## src/hdl/bmexp_pkg.sv

```systemverilog
`timescale 1ns / 1ps
// ----------------------------------------------------------------------------
// bmexp_pkg
// Shared types and constants for the bitmap to RGB565 expander.
// ----------------------------------------------------------------------------
package bmexp_pkg;

  localparam int DEF_MAX_WIDTH  = 512;
  localparam int DEF_MAX_HEIGHT = 512;

  localparam int BYTE_W  = 8;
  localparam int PIXEL_W = 16;
  localparam int SIZE_W  = 10;  // image_width / image_height register width
  localparam int CFG_IDX_W  = 3;
  localparam int CFG_DATA_W = 16;

  typedef enum logic [1:0] {
    MODE_MONO   = 2'd0,
    MODE_RGB332 = 2'd1,
    MODE_RGB565 = 2'd2,
    MODE_UNUSED = 2'd3
  } pixel_mode_t;

  typedef enum logic [CFG_IDX_W-1:0] {
    REG_PIXEL_MODE   = 3'd0,
    REG_IMAGE_WIDTH  = 3'd1,
    REG_IMAGE_HEIGHT = 3'd2,
    REG_FORE_COLOR   = 3'd3,
    REG_BACK_COLOR   = 3'd4
  } cfg_reg_t;

  // Position status for the pixel about to be sent.
  typedef struct packed {
    logic row_end;  // pixel is the last of its row
    logic img_end;  // pixel is the last of the image
  } pos_t;

endpackage

```

## src/hdl/bmexp_byte_if.sv

```systemverilog
`timescale 1ns / 1ps
// ----------------------------------------------------------------------------
// bmexp_byte_if
// Bitmap byte stream channel: valid/ready with one byte per beat.
// ----------------------------------------------------------------------------
interface bmexp_byte_if;
  logic                         valid;
  logic                         ready;
  logic [bmexp_pkg::BYTE_W-1:0] bitmap_byte;

  modport source (output valid, output bitmap_byte, input ready);
  modport sink   (input valid, input bitmap_byte, output ready);
endinterface

```

## src/hdl/bmexp_pix_if.sv

```systemverilog
`timescale 1ns / 1ps
// ----------------------------------------------------------------------------
// bmexp_pix_if
// RGB565 pixel channel: valid/ready with one pixel and its flags per beat.
// ----------------------------------------------------------------------------
interface bmexp_pix_if;
  logic                          valid;
  logic                          ready;
  logic [bmexp_pkg::PIXEL_W-1:0] pixel_color;
  logic                          byte_done;
  logic                          image_done;

  modport source (output valid, output pixel_color, output byte_done,
                  output image_done, input ready);
  modport sink   (input valid, input pixel_color, input byte_done,
                  input image_done, output ready);
endinterface

```

## src/hdl/bmexp_cfg_if.sv

```systemverilog
`timescale 1ns / 1ps
// ----------------------------------------------------------------------------
// bmexp_cfg_if
// Configuration write channel: register index and data per beat.
// ----------------------------------------------------------------------------
interface bmexp_cfg_if;
  logic                             valid;
  logic                             ready;
  logic [bmexp_pkg::CFG_IDX_W-1:0]  index;
  logic [bmexp_pkg::CFG_DATA_W-1:0] data;

  modport source (output valid, output index, output data, input ready);
  modport sink   (input valid, input index, input data, output ready);
endinterface

```

## src/hdl/bmexp_pos_ctr.sv

```systemverilog
`timescale 1ns / 1ps
// ----------------------------------------------------------------------------
// bmexp_pos_ctr
// Column/row tracker: clamps the size registers, folds counters that sit
// past a shrunken size, and advances one pixel per step.
// ----------------------------------------------------------------------------
module bmexp_pos_ctr #(
  parameter int MAX_WIDTH  = bmexp_pkg::DEF_MAX_WIDTH,
  parameter int MAX_HEIGHT = bmexp_pkg::DEF_MAX_HEIGHT
) (
  input  logic                         clk,
  input  logic                         rst_n,
  input  logic [bmexp_pkg::SIZE_W-1:0] width_cfg,
  input  logic [bmexp_pkg::SIZE_W-1:0] height_cfg,
  input  logic                         step,
  input  logic                         fold,
  output bmexp_pkg::pos_t              pos
);

  localparam int CW  = $clog2(MAX_WIDTH);
  localparam int RW  = $clog2(MAX_HEIGHT);
  localparam int WCW = ($clog2(MAX_WIDTH + 1) > bmexp_pkg::SIZE_W) ?
                       $clog2(MAX_WIDTH + 1) : bmexp_pkg::SIZE_W;
  localparam int HCW = ($clog2(MAX_HEIGHT + 1) > bmexp_pkg::SIZE_W) ?
                       $clog2(MAX_HEIGHT + 1) : bmexp_pkg::SIZE_W;
  localparam logic [WCW-1:0] MAX_W_C = WCW'(MAX_WIDTH);
  localparam logic [HCW-1:0] MAX_H_C = HCW'(MAX_HEIGHT);

  logic [CW-1:0]  col_r, col_nxt_c;
  logic [RW-1:0]  row_r, row_nxt_c;
  logic [WCW-1:0] w_ext, w_eff, col_ext, col_n, col_inc, col_nxt;
  logic [HCW-1:0] h_ext, h_eff, row_ext, row_n, row_inc, row_wrap, row_c, row_c_inc;
  logic [HCW-1:0] row_nxt;
  logic           row_end;

  always_comb begin
    w_ext = WCW'(width_cfg);
    h_ext = HCW'(height_cfg);
    w_eff = (w_ext == '0) ? WCW'(1) : ((w_ext > MAX_W_C) ? MAX_W_C : w_ext);
    h_eff = (h_ext == '0) ? HCW'(1) : ((h_ext > MAX_H_C) ? MAX_H_C : h_ext);

    col_ext = WCW'(col_r);
    row_ext = HCW'(row_r);

    // fold stale counters after a size change; a no-op when in range
    row_n    = (row_ext >= h_eff) ? '0 : row_ext;
    row_inc  = row_n + HCW'(1);
    row_wrap = (row_inc >= h_eff) ? '0 : row_inc;
    if (col_ext >= w_eff) begin
      col_n = '0;
      row_c = row_wrap;
    end else begin
      col_n = col_ext;
      row_c = row_n;
    end

    col_inc   = col_n + WCW'(1);
    row_c_inc = row_c + HCW'(1);
    row_end   = (col_inc >= w_eff);
    pos.row_end = row_end;
    pos.img_end = row_end && (row_c_inc >= h_eff);

    if (row_end) begin
      col_nxt = '0;
      row_nxt = (row_c_inc >= h_eff) ? '0 : row_c_inc;
    end else begin
      col_nxt = col_inc;
      row_nxt = row_c;
    end
    col_nxt_c = col_nxt[CW-1:0];
    row_nxt_c = row_nxt[RW-1:0];
  end

  always_ff @(posedge clk) begin
    if (!rst_n) begin
      col_r <= '0;
      row_r <= '0;
    end else if (step) begin
      col_r <= col_nxt_c;
      row_r <= row_nxt_c;
    end else if (fold) begin
      // a byte that gives no pixel still settles the position
      col_r <= col_n[CW-1:0];
      row_r <= row_c[RW-1:0];
    end
  end

endmodule

```

## src/hdl/bitmap_to_rgb565_expander_unit.sv

```systemverilog
`timescale 1ns / 1ps
// ----------------------------------------------------------------------------
// bitmap_to_rgb565_expander_unit
// Expands a padded-row bitmap byte stream into RGB565 pixels in raster order.
// ----------------------------------------------------------------------------
// Pixels leave through a single output register, one per cycle in monochrome
// and RGB332 modes while the pixel sink takes a beat every cycle. A monochrome
// byte gives min(8, pixels left in its row) pixels, an RGB332 byte one pixel,
// and an RGB565 pixel takes two input beats (the low byte is only held). A byte
// waits in one input register; the next byte is taken in the same cycle its
// predecessor's last pixel moves to the output register. Mode 3 bytes are
// swallowed. The user must write configuration only while the block is idle;
// the block itself does not enforce this. The config channel is always ready.
module bitmap_to_rgb565_expander_unit #(
  parameter int MAX_WIDTH  = bmexp_pkg::DEF_MAX_WIDTH,
  parameter int MAX_HEIGHT = bmexp_pkg::DEF_MAX_HEIGHT
) (
  input  logic        clk,
  input  logic        rst_n,
  bmexp_byte_if.sink  in_chan,
  bmexp_pix_if.source out_chan,
  bmexp_cfg_if.sink   cfg_chan
);

  localparam int BW = bmexp_pkg::BYTE_W;
  localparam int PW = bmexp_pkg::PIXEL_W;
  localparam int SW = bmexp_pkg::SIZE_W;

  function automatic logic [PW-1:0] expand332(input logic [BW-1:0] c);
    logic [2:0] r, g;
    logic [1:0] b;
    r = c[7:5];
    g = c[4:2];
    b = c[1:0];
    expand332 = {r, r[2:1], g, g, b, b, b[1]};
  endfunction

  // configuration registers
  bmexp_pkg::pixel_mode_t mode_r;
  logic [SW-1:0]          width_r, height_r;
  logic [PW-1:0]          fore_r, back_r;

  // input register
  logic          pend_valid_r, pend_valid_nxt;
  logic [BW-1:0] pend_byte_r;
  logic [2:0]    bit_r, bit_nxt;

  // RGB565 pairing
  logic          low_valid_r, low_valid_nxt;
  logic [BW-1:0] low_byte_r, low_byte_nxt;

  // output register
  logic          out_valid_r, out_valid_nxt;
  logic [PW-1:0] pix_r, pix_nxt;
  logic          byte_done_r, byte_done_nxt;
  logic          img_done_r, img_done_nxt;

  logic            out_free, emit, consume, accept, last_of_byte, hold;
  logic [PW-1:0]   pix_c;
  bmexp_pkg::pos_t pos;

  bmexp_pos_ctr #(
    .MAX_WIDTH  (MAX_WIDTH),
    .MAX_HEIGHT (MAX_HEIGHT)
  ) u_pos (
    .clk        (clk),
    .rst_n      (rst_n),
    .width_cfg  (width_r),
    .height_cfg (height_r),
    .step       (emit),
    .fold       (hold),
    .pos        (pos)
  );

  assign out_free = !out_valid_r || out_chan.ready;
  assign accept   = in_chan.valid && in_chan.ready;
  assign in_chan.ready  = !pend_valid_r || consume;
  assign cfg_chan.ready = 1'b1;

  always_comb begin
    emit         = 1'b0;
    consume      = 1'b0;
    hold         = 1'b0;
    last_of_byte = 1'b1;
    pix_c        = '0;
    bit_nxt      = bit_r;
    low_valid_nxt = low_valid_r;
    low_byte_nxt  = low_byte_r;
    case (mode_r)
      bmexp_pkg::MODE_MONO: begin
        last_of_byte = (bit_r == 3'd7) || pos.row_end;  // row padding dropped
        pix_c        = pend_byte_r[3'd7 - bit_r] ? fore_r : back_r;
        emit         = pend_valid_r && out_free;
        consume      = emit && last_of_byte;
        if (emit) begin
          bit_nxt       = last_of_byte ? 3'd0 : bit_r + 3'd1;
          low_valid_nxt = 1'b0;
        end
      end
      bmexp_pkg::MODE_RGB332: begin
        pix_c   = expand332(pend_byte_r);
        emit    = pend_valid_r && out_free;
        consume = emit;
        if (emit) low_valid_nxt = 1'b0;
      end
      bmexp_pkg::MODE_RGB565: begin
        pix_c = {pend_byte_r, low_byte_r};
        if (!low_valid_r) begin
          consume = pend_valid_r;
          hold    = pend_valid_r;
          if (pend_valid_r) begin
            low_byte_nxt  = pend_byte_r;
            low_valid_nxt = 1'b1;
          end
        end else begin
          emit    = pend_valid_r && out_free;
          consume = emit;
          if (emit) low_valid_nxt = 1'b0;
        end
      end
      bmexp_pkg::MODE_UNUSED: begin
        consume = pend_valid_r;
      end
      default: begin
        consume = pend_valid_r;
      end
    endcase

    pend_valid_nxt = accept ? 1'b1 : (consume ? 1'b0 : pend_valid_r);

    if (emit) begin
      out_valid_nxt = 1'b1;
      pix_nxt       = pix_c;
      byte_done_nxt = last_of_byte;
      img_done_nxt  = pos.img_end;
    end else begin
      out_valid_nxt = out_chan.ready ? 1'b0 : out_valid_r;
      pix_nxt       = pix_r;
      byte_done_nxt = byte_done_r;
      img_done_nxt  = img_done_r;
    end
  end

  always_ff @(posedge clk) begin
    if (!rst_n) begin
      mode_r   <= bmexp_pkg::MODE_MONO;
      width_r  <= SW'(1);
      height_r <= SW'(1);
      fore_r   <= '1;
      back_r   <= '0;
    end else if (cfg_chan.valid) begin
      case (cfg_chan.index)
        bmexp_pkg::REG_PIXEL_MODE:   mode_r   <= bmexp_pkg::pixel_mode_t'(cfg_chan.data[1:0]);
        bmexp_pkg::REG_IMAGE_WIDTH:  width_r  <= cfg_chan.data[SW-1:0];
        bmexp_pkg::REG_IMAGE_HEIGHT: height_r <= cfg_chan.data[SW-1:0];
        bmexp_pkg::REG_FORE_COLOR:   fore_r   <= cfg_chan.data[PW-1:0];
        bmexp_pkg::REG_BACK_COLOR:   back_r   <= cfg_chan.data[PW-1:0];
        default: ;
      endcase
    end
  end

  always_ff @(posedge clk) begin
    if (!rst_n) begin
      pend_valid_r <= 1'b0;
      bit_r        <= 3'd0;
      low_valid_r  <= 1'b0;
      low_byte_r   <= '0;
      out_valid_r  <= 1'b0;
    end else begin
      pend_valid_r <= pend_valid_nxt;
      bit_r        <= bit_nxt;
      low_valid_r  <= low_valid_nxt;
      low_byte_r   <= low_byte_nxt;
      out_valid_r  <= out_valid_nxt;
    end
  end

  always_ff @(posedge clk) begin
    if (accept) pend_byte_r <= in_chan.bitmap_byte;
    pix_r       <= pix_nxt;
    byte_done_r <= byte_done_nxt;
    img_done_r  <= img_done_nxt;
  end

  assign out_chan.valid       = out_valid_r;
  assign out_chan.pixel_color = pix_r;
  assign out_chan.byte_done   = byte_done_r;
  assign out_chan.image_done  = img_done_r;

endmodule

```

## src/flat_wrapper.sv

```systemverilog
// flat-port wrapper written by rule: the top's interface ports become plain ports
module bitmap_to_rgb565_expander_unit_flat 
#(
  parameter int MAX_WIDTH  = bmexp_pkg::DEF_MAX_WIDTH,
  parameter int MAX_HEIGHT = bmexp_pkg::DEF_MAX_HEIGHT
)
  (clk, rst_n, in_chan_valid, in_chan_bitmap_byte, in_chan_ready, out_chan_valid, out_chan_pixel_color, out_chan_byte_done, out_chan_image_done, out_chan_ready, cfg_chan_valid, cfg_chan_index, cfg_chan_data, cfg_chan_ready);
  bmexp_byte_if in_chan_i ();
  bmexp_pix_if out_chan_i ();
  bmexp_cfg_if cfg_chan_i ();
  input  logic clk;
  input  logic rst_n;
  input wire logic [$bits(in_chan_i.valid)-1:0] in_chan_valid;
  input wire logic [$bits(in_chan_i.bitmap_byte)-1:0] in_chan_bitmap_byte;
  output wire logic [$bits(in_chan_i.ready)-1:0] in_chan_ready;
  output wire logic [$bits(out_chan_i.valid)-1:0] out_chan_valid;
  output wire logic [$bits(out_chan_i.pixel_color)-1:0] out_chan_pixel_color;
  output wire logic [$bits(out_chan_i.byte_done)-1:0] out_chan_byte_done;
  output wire logic [$bits(out_chan_i.image_done)-1:0] out_chan_image_done;
  input wire logic [$bits(out_chan_i.ready)-1:0] out_chan_ready;
  input wire logic [$bits(cfg_chan_i.valid)-1:0] cfg_chan_valid;
  input wire logic [$bits(cfg_chan_i.index)-1:0] cfg_chan_index;
  input wire logic [$bits(cfg_chan_i.data)-1:0] cfg_chan_data;
  output wire logic [$bits(cfg_chan_i.ready)-1:0] cfg_chan_ready;
  assign in_chan_i.valid = in_chan_valid;
  assign in_chan_i.bitmap_byte = in_chan_bitmap_byte;
  assign in_chan_ready = in_chan_i.ready;
  assign out_chan_valid = out_chan_i.valid;
  assign out_chan_pixel_color = out_chan_i.pixel_color;
  assign out_chan_byte_done = out_chan_i.byte_done;
  assign out_chan_image_done = out_chan_i.image_done;
  assign out_chan_i.ready = out_chan_ready;
  assign cfg_chan_i.valid = cfg_chan_valid;
  assign cfg_chan_i.index = cfg_chan_index;
  assign cfg_chan_i.data = cfg_chan_data;
  assign cfg_chan_ready = cfg_chan_i.ready;
  bitmap_to_rgb565_expander_unit #(.MAX_WIDTH(MAX_WIDTH), .MAX_HEIGHT(MAX_HEIGHT)) u_core (.clk(clk), .rst_n(rst_n), .in_chan(in_chan_i), .out_chan(out_chan_i), .cfg_chan(cfg_chan_i));
endmodule
```

## config.mk

```make
export PLATFORM = sky130hd
export DESIGN_NAME = bitmap_to_rgb565_expander_unit_flat
export DESIGN_NICKNAME = d
export VERILOG_FILES = /design/src/hdl/bmexp_pkg.sv /design/src/hdl/bmexp_byte_if.sv /design/src/hdl/bmexp_pix_if.sv /design/src/hdl/bmexp_cfg_if.sv /design/src/hdl/bmexp_pos_ctr.sv /design/src/hdl/bitmap_to_rgb565_expander_unit.sv /design/src/flat_wrapper.sv
export SDC_FILE = /design/constraint.sdc
export NUM_CORES = 1
export LEC_CHECK = 0
export BUFFER_PORTS_ARGS = -buffer_cell sky130_fd_sc_hd__buf_2
export CELL_PAD_IN_SITES_DETAIL_PLACEMENT = 1
export CELL_PAD_IN_SITES_GLOBAL_PLACEMENT = 2
export CORE_UTILIZATION = 33
export DETAILED_ROUTE_END_ITERATION = 16
export PLACE_DENSITY_LB_ADDON = 0.05
export SYNTH_ARGS = -nofsm -noshare
export SYNTH_HDL_FRONTEND = slang
export SYNTH_SLANG_ARGS = --single-unit
```

## constraint.sdc

```tcl
create_clock -name clk -period 7.3 [get_ports clk]
set_input_delay 0.365 -clock clk [delete_from_list [all_inputs] [get_ports clk]]
set_output_delay 0.365 -clock clk [all_outputs]
set_load 0.01 [all_outputs]
```

==> results of run 1 <==
==> metrics by stage <==
step	cells	power (mW)	hold WS, ps	setup slack, ps	setup TNS [ps]
after floorplan	796	0.925	436	497	0
after global placement	1103	1.06	441	453	0
after detailed placement	1103	1.06	450	211	0
after CTS	1119	1.57	162	150	0
after global routing	1127	1.64	161	-39.2	-66.8
final	1127	1.56	176	357	0
==> registers in the layout, summed over array words and instances (netlist names) <==
name	cells
u_core.back_r	16
u_core.bit_r	3
u_core.fore_r	16
u_core.height_r	10
u_core.low_byte_r	8
u_core.low_valid_r	1
u_core.mode_r	2
u_core.out_chan.byte_done	1
u_core.out_chan.image_done	1
u_core.out_chan.pixel_color	16
u_core.out_chan.valid	1
u_core.pend_byte_r	8
u_core.pend_valid_r	1
u_core.u_pos.col_r	9
u_core.u_pos.row_r	9
u_core.width_r	10
==> final timing paths <==
path / start / end / depth (start not counted)
setup reg to reg: u_core.height_r[1]$_SDFFE_PN0P_ / u_core.u_pos.row_r[8]$_SDFFE_PN0P_ / 32
hold reg to reg: u_core.low_byte_r[1]$_SDFFE_PN0P_ / u_core.low_byte_r[1]$_SDFFE_PN0P_ / 2
hold / removal: in_chan_bitmap_byte[4] / u_core.pend_byte_r[4]$_DFFE_PP_ / 1
setup / recovery: u_core.height_r[1]$_SDFFE_PN0P_ / u_core.u_pos.row_r[8]$_SDFFE_PN0P_ / 32
==> cells in the mapped netlist (3+ instances only) <==
master	instances	area [µm²]
a31oi_1	4	25.0
xor2_1	11	96.3
nand4_1	4	25.0
xnor2_1	8	70.1
buf_1	4	15.0
o21ai_1	3	15.0
nand2_1	183	687
a22o_1	4	35.0
nand2b_1	3	18.8
a21oi_1	83	415
a211oi_1	3	22.5
a211o_1	4	35.0
nor4_1	3	18.8
o21ai_0	31	155
a221oi_1	3	26.3
o21a_1	6	45.0
dfxtp_1	86	1720
mux2i_1	18	180
nand3_1	37	185
nor3_1	14	70.1
nor2b_1	3	18.8
or2_2	4	25.0
inv_1	14	52.6
and2_1	6	37.5
ha_1	53	663
a22oi_1	9	67.6
o2111ai_1	3	26.3
o211ai_1	7	52.6
and3_1	5	31.3
a21o_1	4	30.0
nor2_1	73	274
edfxtp_1	26	781
clkbuf_1	25	93.8
==> power by group through the flow <==
| stage | registers [mW] | clock network (mW) | logic, mW |
|---|---|---|---|
| 2_1_floorplan | 0.698 | 0 | 0.227 |
| 3_3_place_gp | 0.699 | 0 | 0.359 |
| 3_5_place_dp | 0.699 | 0 | 0.365 |
| 4_1_cts | 0.685 | 0.517 | 0.366 |
| 5_1_grt | 0.688 | 0.538 | 0.417 |
| 6_report | 0.685 | 0.499 | 0.378 |
==> layout make-up <==
| cell class | instances | area, µm² |
|---|---|---|
| Clock buffer | 10 | 229 |
| Clock inverter | 6 | 60.1 |
| Fill cell | 2349 | 11900 |
| Inverter | 16 | 60.1 |
| Multi-Input combinational cell | 636 | 3940 |
| Sequential cell | 112 | 2500 |
| Tap cell | 265 | 332 |
| Timing Repair Buffer | 82 | 500 |
==> layout by cell type (no fill, tap or decap), drive strengths merged, types with 4 or more instances in the layout <==
| cell | Yosys | routed |
|---|---|---|
| nand2 | 185 | 185 |
| dfxtp | 86 | 86 |
| a21oi | 84 | 84 |
| buf | 7 | 82 |
| nor2 | 73 | 73 |
| ha | 53 | 53 |
| nand3 | 37 | 37 |
| o21ai | 35 | 35 |
| edfxtp | 26 | 26 |
| mux2i | 18 | 18 |
| inv | 14 | 18 |
| nor3 | 16 | 16 |
| xor2 | 11 | 11 |
| clkbuf | 25 | 10 |
| a22oi | 9 | 9 |
| xnor2 | 8 | 8 |
| o211ai | 7 | 7 |
| and2 | 6 | 6 |
| o21a | 6 | 6 |
| and3 | 5 | 5 |
| nand4 | 5 | 5 |
| a211oi | 5 | 5 |
| nor4 | 5 | 5 |
| a21o | 4 | 4 |
| a31oi | 4 | 4 |
| or2 | 4 | 4 |
| a211o | 4 | 4 |
| a22o | 4 | 4 |
| o2111ai | 4 | 4 |
| a221oi | 4 | 4 |
| clkinv | 2 | 4 |
==> cells by family after synthesis <==
group | count (synthesis) | synth area share
multiplexers | 20 | 0.0342
buffers and inverters | 48 | 0.0287
AO/OA/AOI/OAI | 191 | 0.189
flip-flops | 112 | 0.380
adder cells (fa/ha/maj) | 53 | 0.101
other | 1 | 0.000569
AND/OR/NAND/NOR | 352 | 0.242
XOR/XNOR | 19 | 0.0253
==> layer usage <==
layer,track usage,part of all wire
met4,0.0437,0.010
met2,0.364,0.45
met1,0.319,0.51
met5,0,0
met3,0.0307,0.028
==> timing repair <==
| item | 4_1_cts | 5_1_grt |
|---|---|---|
| setup endpoints to repair | 0 | 10 |
| gates resized for setup | 0 | 9 |
| hold endpoints to repair | 0 | 0 |
| buffers inserted | 0 | 8 |
==> flow_summary.ini, run 1 <==
[global_routing]
grtUsageTotal = 0.225
overflow = 0
antenna_found_initial = 0
grt_pass1_vias = 6146
grt_max_degree = 66
grt_pass1_wl_mm = 34.8

[floorplan]
ios = 53
die_area_um2 = 20500
die_x_um = 143
dieHeight_um = 143
core_um2 = 19500
initial_core_util = 0.337
row_count = 51

[cts]
cts.clk_slew.worst_paths_ps = 80
cts_tree = done
clock_latency_ps = 360
cts_buffers = 9
htree_num_levels = 3
holdBufCountCts = 0
clockRootBuffer = clkbuf_16
clock_path_buffers = 2
cts_num_sinks = 112

[yosys]
synth_flop_cell = dfxtp_1
ys_warn_count = 0
ys_types = 75
syn_inst = 796
ys_seq_area_frac = 0.380
synth-seq-cells = 112
syn_avg_cell_area_um2 = 8.28
synth_area_um2 = 6590
synth-async-reset-ratio = 0
syn_nets = 881
synth_edf_count = 26

[detailed_routing]
wire_per_inst_um = 19.5
finalWirelength_mm = 21.9
vias = 6096
post_drt_via_cell_ratio = 5.41
firstDrtPassIters = 4
ant_nets = 0
drc = 0
drt_iter0_drc = 306

[sta]
setup_viol = 0
fin_crit_ps = 6940
finClkSkew_ps = 9.74
hold_viol_final = 0
fin_crit_sh = 0.951
max_freq_ghz = 0.144
worst_slew_pin_slew_ps = 1000
slew_viol_final = 0
slew_headroom = 0.329

[setup_path]
path_buf_inv = 2
critPathMaxFanout = 9
end_kind = flip-flop
ff2ff_setup_slack_ps = 360
crit_family = compound AO/OA/AOI/OAI gates
cp_slowest_cell = o32a_1
cp-start-kind = flip-flop
cpMostUsedCell = ha_1
slowest_delay_ps = 380
path_class = flip-flop to flip-flop
crit_arrival_ps = 7250
worstPathRequired_ps = 7600

[placement]
detailed_place_hpwl_mm = 16.6
placed_cell_area_um2 = 7220
gp_congestion = 0.873
io_buffer_count = 51

[run_status]
status = finished clean

[power]
power.density_nw_per_um2 = 205
ir_worst_vdd_mv = 0.114
p_leak_nw = 3.05
switching_power_mw = 0.511
power.internal_mw = 1.05
seq_power_share = 0.438
swShare = 0.327
comb_power_share = 0.242
clock_power_share = 0.319

[cells_and_area]
postLayoutCellArea_um2 = 7620
diodes = 0
area_growth_pct = 15.6
final_util = 0.390
drive_gt1_frac = 0.152
fin_nets = 942

[run]
drv_cap = 0

[worst_hold_path]
holdCritPathClass = input port to flip-flop
Power figures use the tool's default switching activity.
==> run 2: changes to the inputs <==
--- a/config.mk
+++ b/config.mk
@@ -8,9 +8,10 @@
 export BUFFER_PORTS_ARGS = -buffer_cell sky130_fd_sc_hd__buf_2
 export CELL_PAD_IN_SITES_DETAIL_PLACEMENT = 1
 export CELL_PAD_IN_SITES_GLOBAL_PLACEMENT = 2
-export CORE_UTILIZATION = 33
+export CORE_UTILIZATION = 34
 export DETAILED_ROUTE_END_ITERATION = 16
 export PLACE_DENSITY_LB_ADDON = 0.05
 export SYNTH_ARGS = -nofsm -noshare
 export SYNTH_HDL_FRONTEND = slang
+export SYNTH_HIERARCHICAL = 1
 export SYNTH_SLANG_ARGS = --single-unit
==> run 2 against run 1 <==
  * Critical path depth shrank 1
  * Fmax barely moved
  * Final cell count fell by 1.7%
  * Design area up 3.2%
  * Sequential cell count unchanged
  * Area after synthesis grew 2.8%
  * Sequential power is essentially flat
  * Synthesized cell count shrank 2.5%
  * Hold slack barely moved
  * Via count about the same
  * Largest power group unchanged
==> flow_summary.ini, run 2 <==
[run]
drv_cap = 0

[global_routing]
grt_pass1_vias = 6299
antenna_found_initial = 0
grt_max_degree = 74
grtUsageTotal = 0.230
overflow = 0
grt_pass1_wl_mm = 35.4

[placement]
post-place-ws_ps = 0.0542
dp_cells = 1086
io_buffer_count = 51
detailed_place_hpwl_mm = 17.1
gp_congestion = 0.897

[detailed_routing]
drc = 0
vias = 6102
wire_per_inst_um = 20.1
drt_iter0_drc = 231
ant_nets = 0
firstDrtPassIters = 5
finalWirelength_mm = 22.3
post_drt_via_cell_ratio = 5.51

[setup_path]
cp_slowest_cell = or3_4
path_class = flip-flop to flip-flop
end_kind = flip-flop
slowest_delay_ps = 430
cpMostUsedCell = ha_1
critPathLaunch = u_core/height_r[9]$_SDFFE_PN0P_
critPathMaxFanout = 13
r2r_start = u_core/height_r[9]$_SDFFE_PN0P_
crit_arrival_ps = 7240
cp-start-kind = flip-flop
worstPathRequired_ps = 7590
crit_family = simple AND/OR/NAND/NOR gates
path_buf_inv = 3

[sta]
fin_crit_sh = 0.951
fin_crit_ps = 6940
finClkSkew_ps = 12.7
fin_setup_tns_ps = 0
final.setup.worst_slack_ps = 355
max_freq_ghz = 0.144
slew_viol_final = 0
setup_viol = 0
timing.hold.ws_ps = 175
hold_viol_final = 0
worst_slew_pin_slew_ps = 1200
slew_headroom = 0.198

[cells_and_area]
diodes = 0
mostFrequentLayoutCells = nand2_1 (172), dfxtp_1 (86), buf_2 (51), ha_1 (51), a21boi_0 (42)
area_growth_pct = 16.1
fin_nets = 923
final_cell_count_no_fill = 1108
drive_gt1_frac = 0.179
nFillCells = 2333
mostFrequentLayoutCell = nand2_1

[yosys]
yosysTopAreaCell = dfxtp_1
synth_edf_count = 26
ys_warn_count = 6
synth_flop_cell = dfxtp_1
synth_area_um2 = 6770
syn_nets = 861
synth-seq-cells = 112
ys_seq_area_frac = 0.369
yosysMostFrequentCell = nand2_1
synth_common_cells = nand2_1 (172), dfxtp_1 (86), ha_1 (53), a21boi_0 (42), nand3_1 (36)
ys_types = 83
syn_avg_cell_area_um2 = 8.73
synth_area_leaders = dfxtp_1 (25%), edfxtp_1 (12%), ha_1 (9.8%)
syn_inst = 776
yosysTopAreaCellShare = 0.254
synth-async-reset-ratio = 0

[power]
power_mw = 1.54
ir_worst_vdd_mv = 0.117
power.density_nw_per_um2 = 196
p_leak_nw = 3.01

[cts]
htree_num_levels = 3
clock_latency_ps = 360
cts_num_sinks = 112
cts_tree = done
clock_path_buffers = 2
cts.clk_slew.worst_paths_ps = 80
clockRootBuffer = clkbuf_16
cts_buffers = 9

[run_status]
status = finished clean

[floorplan]
core_um2 = 19500
dieHeight_um = 143
die_x_um = 143
die_area_um2 = 20500
row_count = 51
ios = 53
initial_core_util = 0.347

[worst_hold_path]
holdCritPathClass = input port to flip-flop
hp-start = in_chan_bitmap_byte[5]
-- run 2: final cells by class --
| type | instances | area, µm² | share of cell area |
|---|---|---|---|
| inverters | 17 | 63.8 | 0.00812 |
| well taps | 265 | 332 | 0.0422 |
| multi-input cells | 615 | 4160 | 0.529 |
| clock buffers | 11 | 258 | 0.0328 |
| clock inverters | 5 | 47.5 | 0.00605 |
| repair buffers | 83 | 499 | 0.0635 |
| flip-flops and latches | 112 | 2500 | 0.318 |
-- run 2: cells by family (layout without fill, tap and decap cells) --
| family | Yosys count | count (layout) | synth area share |
|---|---|---|---|
| AO/OA/AOI/OAI | 200 | 200 | 0.219 |
| AND/OR/NAND/NOR | 321 | 321 | 0.219 |
| XOR/XNOR | 18 | 18 | 0.0233 |
| flip-flops | 112 | 112 | 0.369 |
| adder cells (fa/ha/maj) | 53 | 53 | 0.0979 |
| buffers and inverters | 49 | 116 | 0.0320 |
| multiplexers | 22 | 22 | 0.0382 |
| other | 1 | 1 | 0.000554 |
-- run 2: worst paths after layout --
check / cells after the start / slack (ps) / to
worst max-delay path: 31 / 360 / u_core/u_pos/row_r[7]$_SDFFE_PN0P_
worst min-delay path: 1 / 180 / u_core/pend_byte_r[5]$_DFFE_PP_
worst max register to register: 31 / 360 / u_core/u_pos/row_r[7]$_SDFFE_PN0P_
worst min register to register: 2 / 460 / u_core/back_r[15]$_SDFFE_PN0P_
-- run 2: through the flow --
step            util  area (µm²)
2_1_floorplan      -        6770
3_3_place_gp   0.379        7410
3_5_place_dp   0.379        7410
4_1_cts        0.395        7710
5_1_grt        0.403        7860
6_report       0.403        7860
-- run 2: repair_timing --
item	4_1_cts	5_1_grt
gates cloned	0	0
hold endpoints to repair	0	0
pin swaps	0	12
hold buffers	0	0
endpoints found under the setup margin	1	10
gates resized for setup	1	24
buffers inserted	0	6
-- run 2: power by group --
group / leakage, nW / total, mW / internal, mW / switching, mW
logic: 1.92 / 0.340 / 0.135 / 0.205
registers: 0.944 / 0.683 / 0.663 / 0.0197
clock network: 0.152 / 0.517 / 0.263 / 0.254
total: 3.01 / 1.54 / 1.06 / 0.478
-- run 2: per-layer routing --
metal,global-route usage,up-vias,share of wire
met1,0.320,3054,0.49
met2,0.375,88,0.46
met5,0,-,0
met3,0.0275,16,0.038
met4,0.0589,0,0.013
li1,-,2944,-
-- run 2: worst reg2reg max path: cells and delay by family (launching register included) --
family	cells	cell delay (ps)
and+or+nand+nor	10	2280
DFF	1	350
AOI/OAI and AO/OA	12	2130
xor gates and xnor gates	1	150
buffers and inverters	3	710
adders and majority gates	5	1260
